### src/design/mol_pkg.sv
// Shared types and constants of the mask outline block.
`timescale 1ns / 1ps

package mol_pkg;

    localparam int CFG_W_BITS = 13;
    localparam int CFG_H_BITS = 16;
    localparam int MASK_BITS  = 8;
    localparam int OUT_X_BITS = 12;
    localparam int OUT_Y_BITS = 16;
    localparam int PIX_BITS   = 8;
    localparam int TDATA_BITS = 40;
    localparam int SEL_BIT    = 7;

    localparam logic [PIX_BITS-1:0]   PIX_OUTLINE = 8'h00;
    localparam logic [PIX_BITS-1:0]   PIX_WHITE   = 8'hFF;
    localparam logic [CFG_W_BITS-1:0] WIDTH_RESET  = 13'd1024;
    localparam logic [CFG_H_BITS-1:0] HEIGHT_RESET = 16'd1024;

    localparam logic REG_WIDTH  = 1'b0;
    localparam logic REG_HEIGHT = 1'b1;

    localparam int Q_DEPTH = 4;
    localparam int Q_AW    = 2;
    localparam int Q_CW    = 3;

    typedef struct packed {
        logic                  last;
        logic [PIX_BITS-1:0]   pixel;
        logic [OUT_Y_BITS-1:0] y;
        logic [OUT_X_BITS-1:0] x;
    } t_result;

    typedef struct packed {
        logic    valid;
        t_result item;
    } t_push;

    typedef struct packed {
        logic [CFG_W_BITS-1:0] width;
        logic [CFG_H_BITS-1:0] height;
        logic                  restart;
    } t_cfg;

endpackage

### src/design/mol_queue.sv
// Back part: short result queue and the registered output stage.
`timescale 1ns / 1ps

module mol_queue
    import mol_pkg::*;
(
    input  logic            i_clk,
    input  logic            i_rst_n,
    input  t_push           i_push,
    input  logic            i_tready,
    output logic            o_tvalid,
    output t_result         o_item,
    output logic [Q_CW-1:0] o_count
);

    t_result         r_q [Q_DEPTH];
    logic [Q_AW-1:0] r_wp;
    logic [Q_AW-1:0] r_rp;
    logic [Q_CW-1:0] r_count;
    logic [Q_CW-1:0] n_count;
    logic            r_out_valid;
    t_result         r_out;
    logic            pop;

    assign pop     = (r_count != '0) && (!r_out_valid || i_tready);
    assign n_count = r_count + Q_CW'(i_push.valid) - Q_CW'(pop);

    always_ff @(posedge i_clk) begin
        if (!i_rst_n) begin
            r_wp        <= '0;
            r_rp        <= '0;
            r_count     <= '0;
            r_out_valid <= 1'b0;
        end else begin
            r_count <= n_count;
            if (i_push.valid) begin
                r_wp <= r_wp + Q_AW'(1);
            end
            if (pop) begin
                r_rp <= r_rp + Q_AW'(1);
            end
            if (!r_out_valid || i_tready) begin
                r_out_valid <= (r_count != '0);
            end
        end
    end

    always_ff @(posedge i_clk) begin
        if (i_push.valid) begin
            r_q[r_wp] <= i_push.item;
        end
        if (pop) begin
            r_out <= r_q[r_rp];
        end
    end

    assign o_tvalid = r_out_valid;
    assign o_item   = r_out;
    assign o_count  = r_count;

endmodule

### config.mk
export PLATFORM = sky130hd
export DESIGN_NAME = mol_queue
export DESIGN_NICKNAME = d
export VERILOG_FILES = /design/src/design/mol_pkg.sv /design/src/design/mol_queue.sv
export SDC_FILE = /design/constraint.sdc
export NUM_CORES = 1
export LEC_CHECK = 0
export BUFFER_PORTS_ARGS = -buffer_cell sky130_fd_sc_hd__buf_4
export CAP_MARGIN = 30
export CELL_PAD_IN_SITES_DETAIL_PLACEMENT = 0
export CELL_PAD_IN_SITES_GLOBAL_PLACEMENT = 1
export CORE_MARGIN = 5
export CORE_UTILIZATION = 40
export CTS_BUF_LIST = sky130_fd_sc_hd__clkbuf_4
export DETAILED_ROUTE_END_ITERATION = 8
export PLACE_DENSITY_LB_ADDON = 0.1
export SLEW_MARGIN = 10
export SYNTH_ARGS = -nofsm -noshare
export SYNTH_HDL_FRONTEND = slang
export SYNTH_SLANG_ARGS = --single-unit
### constraint.sdc
create_clock -name i_clk -period 5.05 [get_ports i_clk]
set_clock_uncertainty 0.1 [all_clocks]
set_input_delay 0 -clock i_clk [delete_from_list [all_inputs] [get_ports i_clk]]
set_output_delay 0 -clock i_clk [all_outputs]
set_load 0.01 [all_outputs]
# Word-level counts from Yosys, hierarchy flattened
# Memory sizes are Yosys's and may differ from the RTL's. A register that Yosys moved wholly into a read port is not among the register bits.
# Index checks and enable logic that the tools add are counted.
# totals
reg_bits,8
latchBits,0
ramBits,148
rom_bits,0
input_bits,41
output_inout_bits,41
elab_cells,15
memories,1
# op_classes
n_addsub,4
n_mul,0
n_div,0
n_lt_le_gt_ge,0
n_eq_ne,0
n_shift,0
muxes,2
bitwise_logic,0
n_reduce_logical,4
# mem_list
name,words,word_bits,rd,rd_clocked_by_memory_dff,write_ports,line_no,rtl
r_q,4,37,1,1,1,mol_queue.sv:16,t_result r_q [Q_DEPTH];
# ops
operator,count
"2-bit by 1-bit adder with 2-bit output, second input constant",2
3-bit by 1-bit adder with 3-bit output,1
3-bit nonzero test,1
3-bit by 1-bit subtractor with 3-bit output,1
1-bit two-way mux,2
1-bit logical AND,1
1-bit logical NOT,1
1-bit logical OR,1

# Depth between registers and ports, before layout
# Gate-level depths: netlist (run 1).
# depth
ltp_word,4
mapped_depth,9
mapped_depth_nobuf,9

# Least setup slack after synthesis (run 1)
# OpenSTA, ideal clock, no wires.
# synth_timing
path_kind,reg2reg
from,"reg r_count[2], in the netlist o_count[2]"
to,"reg r_count[2], in the netlist o_count[2]"
t_arrival_ns,3.381
required_ns,4.835
slack_ns,1.454
path_stages_with_launch,10
n_path_buf,0
path_cell_list,dfxtp_1 nor3_1 nor2_1 ha_1 inv_1 ha_1 fa_1 xnor2_1 xnor2_1 and2_1
# synth_via
elab_chain_len,3
elab_cells_between_ends,4
cone_classes,2 x add/sub; 2 x reduce/logical
# synth_rtl
item,line_no,rtl
"start, declared",mol_queue.sv:19,logic [Q_CW-1:0] r_count;
"start signal, assigned",mol_queue.sv:35,r_count <= n_count;
3-bit nonzero test,mol_queue.sv:25,assign pop = (r_count != '0) && (!r_out_valid || i_tready);
1-bit logical AND,mol_queue.sv:25,
via pop,mol_queue.sv:23,logic pop;
3-bit by 1-bit subtractor with 3-bit output,mol_queue.sv:26,assign n_count = r_count + Q_CW'(i_push.valid) - Q_CW'(pop);
# The timed path passes the listed nets, and every way through them passes these cells.
# A chain may end at the register's enable or synchronous reset.

# Worst setup path in the final report (run 1)
# layout_timing
from,"reg r_count[1], in the netlist o_count[1]"
to,"reg r_count[1], in the netlist o_count[1]"
# layout_via
elab_chain_len,3
elab_cells_between_ends,4
cone_classes,2 x add/sub; 2 x reduce/logical
# layout_rtl
item,line_no,rtl
3-bit nonzero test,mol_queue.sv:25,
1-bit logical AND,mol_queue.sv:25,
via pop,mol_queue.sv:23,
3-bit by 1-bit subtractor with 3-bit output,mol_queue.sv:26,
via n_count[1],mol_queue.sv:20,logic [Q_CW-1:0] n_count;
# The timed path passes the listed nets, and every way through them passes these cells.

==> out/metrics.yaml, run 1 <==
placementRows: 48
cts_root_buffer: "sky130_fd_sc_hd__clkbuf_4"
floorplan.die.height_um: 141
static-leakage-power_nw: 2.88
final.setup.tns_ns: 0
setup_repair_after_global_routing_missed_its_margin: "no"
hpwl_um: 6620
numCtsBuffers: 17
ctsHtreeMaxLevel: 4
netlist_area_um2: 6900
worstHoldPathType: "in -> reg"
max-vdd-ir-drop_mv: 0.331
final_count_of_hold_timing_violations: 0
status: "finished, final reports clean"
min_period_over_period: 0.544
grt_max_degree: 41
seq_area_frac_synth: 0.828
total_via_count_after_detailed_routing: 3096
syn_inst: 275
crit_path_time_final_ns: 2.75
yosys_warnings: 0
io_pins: 82
worst_path_max_delay_cell: "sky130_fd_sc_hd__dlygate4sd3_1"
worst_path_cell_trace: "nor3_1 -> nor2_4 -> ha_1 -> inv_1 -> ha_1 -> fa_1 -> and2_1 -> dlygate4sd3_1"
startpoint_of_the_tightest_hold_check_path: "i_push[31]"
routed_wire_per_std_cell_um: 18.2
starting_density_of_the_core: 0.403
final_net_count: 462
crit_path_max_delay_family: "adder cells"
final-setup-viol-count: 0
path_class: "reg -> reg"
antenna_found_initial: 2
drive_gt1_frac: 0.379
multiInputGateArea_um2: 1110
area_delta_synth_final_pct: 23.3
die_x_um: 141
r2r_slack_ns: 2.30
timing.hold.worst_path_depth: 2
clk_pin_slew_ns: 0.14
coreArea_um2: 17100
mappedNetlistNets: 323
critical_path_required_ns: 5.39
firstDrtPassIters: 4
grt_pass1_wl_um: 18600
yosysUniqueCellTypes: 24
peak_fanout_along_the_critical_path: 4
crit_path_max_incr_delay_ns: 0.54
fmax_mhz: 364
route.antenna.remaining_nets: 0
place_congestion: 0.675
reg2reg_from: "o_count[1]"
crit_top_cell: "sky130_fd_sc_hd__ha_1"
rr_endpoint: "o_count[1]"
holdPathEnd: "r_q[3][31]"
grt_pass1_vias: 3349
clockBufferDepth: 2
tritoncts_clock_tree: "built"
worst_relative_slew_slack: 0.441
tightestPinTransition_ns: 0.838
floorplan.die_area_um2: 20000
layout_setup_ws_ns: 2.30
end_kind: "flop"
reg2regPathDepth: 8
max_cap_viol_count: 0
fillers: 1410
drt_iter0_markers: 105
regArea_um2: 5720
critical_path_buf_inv_count: 2
cts_sinks: 193
cts_post_setup_buffers_inserted: 0
postSynthAreaPerCell_um2: 25.1
grtUsageTotal: 0.127
final-max-slew-violation-count: 0
drt-vias-per-instance: 4.75
portBuffers: 81
place_worst_setup_slack_ns: 2.62
clkLatencyLatePin_ns: 0.54
drt_drc_violations_left: 0
synth-seq-cells: 193
power_per_cell_area_nw_per_um2: 479
cp_data_arrival_time_ns: 3.09
routed_wl_um: 11800
timing.critical_path.from_type: "flop"
globalRoute.totalOverflow: 0
[power by group]
group          switching [W]  internal [W]
combinational       0.000413      0.000535
clock               0.000474      0.000396
sequential          0.000180       0.00208
total                0.00107       0.00301
[worst max-delay path by stage]
stage | from | to | cells past startpoint
floorplan | o_count[2] | o_count[2] | 9
global placement | o_count[1] | o_count[2] | 9
detailed placement | o_count[1] | o_count[2] | 9
CTS | o_count[1] | o_count[1] | 8
global route | o_count[1] | o_count[1] | 8
finish | o_count[1] | o_count[1] | 8
[cell usage after synthesis]
| library cell | n | area, µm² |
|---|---|---|
| sky130_fd_sc_hd__a21boi_1 | 1 | 7.51 |
| sky130_fd_sc_hd__and2_1 | 8 | 50.1 |
| sky130_fd_sc_hd__buf_2 | 1 | 5.00 |
| sky130_fd_sc_hd__buf_4 | 1 | 7.51 |
| sky130_fd_sc_hd__buf_6 | 4 | 45.0 |
| sky130_fd_sc_hd__clkbuf_1 | 2 | 7.51 |
| sky130_fd_sc_hd__dfxtp_1 | 8 | 160 |
| sky130_fd_sc_hd__edfxtp_1 | 185 | 5560 |
| sky130_fd_sc_hd__fa_1 | 1 | 20.0 |
| sky130_fd_sc_hd__ha_1 | 6 | 75.1 |
| sky130_fd_sc_hd__inv_1 | 6 | 22.5 |
| sky130_fd_sc_hd__mux2i_1 | 2 | 20.0 |
| sky130_fd_sc_hd__mux4_2 | 37 | 833 |
| sky130_fd_sc_hd__nand2_1 | 1 | 3.75 |
| sky130_fd_sc_hd__nand2b_1 | 1 | 6.26 |
| sky130_fd_sc_hd__nor2_1 | 1 | 3.75 |
| sky130_fd_sc_hd__nor2b_1 | 2 | 12.5 |
| sky130_fd_sc_hd__nor3_1 | 1 | 5.00 |
| sky130_fd_sc_hd__nor3b_2 | 1 | 12.5 |
| sky130_fd_sc_hd__o21ai_0 | 1 | 5.00 |
| sky130_fd_sc_hd__o41a_1 | 1 | 11.3 |
| sky130_fd_sc_hd__or3_1 | 1 | 6.26 |
| sky130_fd_sc_hd__xnor2_1 | 2 | 17.5 |
| sky130_fd_sc_hd__xor2_1 | 1 | 8.76 |
[logic make-up after synthesis]
logic type	after synthesis	share of synthesized area
buffers and inverters	14	0.0127
AOI/OAI and AO/OA	3	0.00344
xor gates and xnor gates	3	0.00381
adders and majority gates	7	0.0138
and+or+nand+nor	16	0.0145
DFF	193	0.828
muxes	39	0.124
[per-layer routing]
metal  vias to the layer above  global-route usage  wire length [µm]
li1                       1421                   -                 -
met1                      1609               0.160              5110
met2                        60               0.208              6100
met3                         6              0.0398               522
met4                         0              0.0459               110
met5                         -                   0                 0
[per-stage QoR]
step	util	std cells	power (W)	hold slack, ns	instance area, µm²
2_1_floorplan	-	275	0.00282	-0.00113	6900
3_3_place_gp	0.455	579	0.00325	0.101	7790
3_5_place_dp	0.455	579	0.00326	0.104	7790
4_1_cts	0.497	650	0.00417	0.0201	8510
5_1_grt	0.497	652	0.00432	0.0203	8510
6_report	0.497	652	0.00408	0.0932	8510
[area by class of cell]
| type | instances | area share |
|---|---|---|
| flip-flops and latches | 193 | 0.672 |
| multi-input cells | 68 | 0.131 |
| repair buffers | 128 | 0.125 |
| well taps | 225 | 0.0331 |
| clock inverters | 11 | 0.0194 |
| clock buffers | 19 | 0.0168 |
| inverters | 6 | 0.00265 |
| diodes | 2 | 0.000588 |
[sequential cells by signal (all words and copies together) (netlist names)]
signal and cells:
r_q 148, o_count 3, r_rp 2, o_item 37, r_wp 2, o_tvalid 1
[what timing repair did]
| item | in CTS | in global routing |
|---|---|---|
| endpoints found under the hold margin | 156 | 0 |
| hold buffers | 41 | 0 |
| gates resized for setup | 0 | 0 |
[cells in the final DEF (no fill, tap or decap), types with 2 or more instances in the layout]
cell / instances
sky130_fd_sc_hd__and2_1: 4
sky130_fd_sc_hd__and2_2: 4
sky130_fd_sc_hd__buf_4: 87
sky130_fd_sc_hd__bufinv_16: 4
sky130_fd_sc_hd__clkbuf_4: 19
sky130_fd_sc_hd__clkinv_2: 2
sky130_fd_sc_hd__clkinvlp_4: 3
sky130_fd_sc_hd__dfxtp_1: 6
sky130_fd_sc_hd__diode_2: 2
sky130_fd_sc_hd__dlygate4sd3_1: 41
sky130_fd_sc_hd__edfxtp_1: 185
sky130_fd_sc_hd__ha_1: 6
sky130_fd_sc_hd__inv_1: 6
sky130_fd_sc_hd__mux2i_1: 2
sky130_fd_sc_hd__mux4_2: 37
sky130_fd_sc_hd__nor2b_1: 2
sky130_fd_sc_hd__xnor2_1: 2
Power figures use the tool's default switching activity.
==> run 2: changes to the inputs <==
==> constraint.sdc (replaced) <==
create_clock -name i_clk -period 2.6 [get_ports i_clk]
set_clock_uncertainty 0.1 [all_clocks]
set_input_delay 0 -clock i_clk [delete_from_list [all_inputs] [get_ports i_clk]]
set_output_delay 0 -clock i_clk [all_outputs]
set_load 0.01 [all_outputs]
==> run 2 against run 1 <==
Against the previous run: hold slack got worse by 0.026 ns; via count increased by 0.36%; critical endpoint is now o_count[2]; core utilization increased by 0.45 points; clock-buffer cell count increased by 1; maximum frequency increased by 19%; critical path type unchanged; largest cell class unchanged.
==> out/metrics.yaml, run 2 (same netlist as run 1, synthesis figures left out) <==
cts_post_setup_buffers_inserted: 0  # unchanged
portBuffers: 81  # unchanged
numCtsBuffers: 17  # unchanged
fmax_mhz: 432  # +19%
min_period_over_period: 0.890  # +0.346
drt-vias-per-instance: 4.74  # -0.26%
crit_path_time_final_ns: 2.31  # -0.433 ns
power.sequential.fraction: 0.545  # -0.010
hpwl_um: 6940  # +4.8%
firstDrtPassIters: 4  # unchanged
reg2regPathDepth: 9  # +1
p_int_w: 0.00582  # +93%
fillers: 1407  # -0.21%
routed_wire_per_std_cell_um: 18.1  # -0.34%
cts_root_buffer: "sky130_fd_sc_hd__clkbuf_4"
static-leakage-power_nw: 2.91  # +1.1%
io_pins: 82  # unchanged
max-vdd-ir-drop_mv: 0.464  # +40%
cts_sinks: 193  # unchanged
final.setup.tns_ns: 0  # unchanged
largest_reg_flops: 148  # unchanged
swShare: 0.266  # +0.00452
layout_common_cells: "sky130_fd_sc_hd__edfxtp_1 (185), sky130_fd_sc_hd__buf_4 (83), sky130_fd_sc_hd__dlygate4sd3_1 (41), sky130_fd_sc_hd__mux4_2 (37), sky130_fd_sc_hd__clkbuf_4 (20)"
placedCellCount: 581  # +0.35%
tightestPinTransition_ns: 0.599  # -0.239 ns
power_per_cell_area_nw_per_um2: 923  # +93%
cp_data_arrival_time_ns: 2.69  # -0.40 ns
switchingPower_w: 0.00211  # +98%
grt_max_degree: 38  # -7.3%
multiInputGateArea_um2: 1120  # +0.45%
peak_fanout_along_the_critical_path: 5  # +1
regArea_um2: 5720  # unchanged
placementRows: 48  # unchanged
instances_no_fill: 656  # +0.61%
clk_pin_slew_ns: 0.14  # about the same
final-max-slew-violation-count: 0  # unchanged
postPlaceCellArea_um2: 7880  # +1.2%
setup_repair_after_global_routing_missed_its_margin: "no"
top_register: "r_q"
layout_setup_ws_ns: 0.286  # -2.02 ns
clockBufferDepth: 2  # unchanged
cts-resized-gates: 0  # unchanged
place_congestion: 0.680  # +0.68%
grt_pass1_wl_um: 18600  # +0.19%
r2r_slack_ns: 0.29  # -2.02 ns
total_via_count_after_detailed_routing: 3107  # +0.36%
coreArea_um2: 17100  # unchanged
final_net_count: 464  # +0.43%
starting_density_of_the_core: 0.403  # unchanged
status: "finished, final reports clean"
worstHoldPathType: "in -> reg"
ctsHtreeMaxLevel: 4  # unchanged
postCtsHoldBufs: 41  # unchanged
globalRoute.totalOverflow: 0  # unchanged
floorplan.die_area_um2: 20000  # unchanged
max_cap_viol_count: 0  # unchanged
critical_path_required_ns: 2.97  # -2.42 ns
worst_relative_slew_slack: 0.601  # +0.159
floorplan.die.height_um: 141  # unchanged
end_kind: "flop"
area_delta_synth_final_pct: 24.5
tritoncts_clock_tree: "built"
die_x_um: 141  # unchanged
grtUsageTotal: 0.127  # +0.000164
place_worst_setup_slack_ns: 0.299  # -2.33 ns
clkLatencyLatePin_ns: 0.56  # +0.02 ns
timing.critical_path.from_type: "flop"
pwr-share-clk: 0.205  # -0.008
grt_pass1_vias: 3374  # +0.75%
power.combinational.fraction: 0.250  # +0.018
routed_wl_um: 11900  # +0.27%
path_class: "reg -> reg"
drive_gt1_frac: 0.380  # +0.00113
drt_drc_violations_left: 0  # unchanged
timing.hold.worst_path_depth: 2  # unchanged
worst_hold_slack_ns: 0.0674  # -0.0259 ns
final-setup-viol-count: 0  # unchanged
final_count_of_hold_timing_violations: 0  # unchanged
antenna_found_initial: 1  # -1
drt_iter0_markers: 186  # +77%
route.antenna.remaining_nets: 0  # unchanged
finalInstanceArea_um2: 8590  # +0.91%
layout_commonest_cell: "sky130_fd_sc_hd__edfxtp_1"
==> run 2: worst paths after layout <==
path,start,endpoint
hold / removal,i_push[31],r_q[2][31]
setup reg to reg,o_tvalid,o_count[2]
setup / recovery,o_tvalid,o_count[2]
hold reg to reg,r_wp[1],r_wp[1]
==> run 2: final cells by class <==
| type | count | area share |
|---|---|---|
| multi-input cells | 68 | 0.130 |
| flip-flops and latches | 193 | 0.666 |
| inverters | 6 | 0.00262 |
| well taps | 225 | 0.0328 |
| diodes | 2 | 0.000583 |
| repair buffers | 130 | 0.134 |
| clock inverters | 12 | 0.0163 |
| clock buffers | 20 | 0.0175 |
==> run 2: routing by layer <==
layer | track usage | vias up | part of all wire
met4 | 0.0551 | 0 | 0.017
met2 | 0.213 | 57 | 0.52
met1 | 0.156 | 1607 | 0.42
li1 | - | 1429 | -
met3 | 0.0330 | 14 | 0.038
met5 | 0 | - | 0
==> run 2: critical path, stage by stage, from the launching register on <==
cell                      delay, ns
sky130_fd_sc_hd__dfxtp_1       0.35
sky130_fd_sc_hd__nor2b_1       0.38
sky130_fd_sc_hd__nor2_4        0.07
sky130_fd_sc_hd__ha_1          0.28
sky130_fd_sc_hd__inv_1         0.04
sky130_fd_sc_hd__ha_1          0.18
sky130_fd_sc_hd__fa_1          0.37
sky130_fd_sc_hd__xnor2_1       0.20
sky130_fd_sc_hd__xnor2_1       0.09
sky130_fd_sc_hd__and2_1        0.15
==> run 2: power by group through the flow <==
| stage | registers [W] | logic (W) | clock network (W) |
|---|---|---|---|
| after detailed placement | 0.00442 | 0.00199 | 0 |
| after floorplan | 0.00443 | 0.00105 | 0 |
| final | 0.00432 | 0.00198 | 0.00163 |
| after global placement | 0.00441 | 0.00197 | 0 |
| after CTS | 0.00435 | 0.00205 | 0.00169 |
| after global routing | 0.00439 | 0.00215 | 0.00182 |
==> run 2: through the flow <==
| step | power (W) | utilization |
|---|---|---|
| after floorplan | 0.00548 | - |
| after global placement | 0.00638 | 0.461 |
| after global routing | 0.00836 | 0.502 |
| after detailed placement | 0.00642 | 0.461 |
| after CTS | 0.00809 | 0.502 |
| final | 0.00793 | 0.502 |
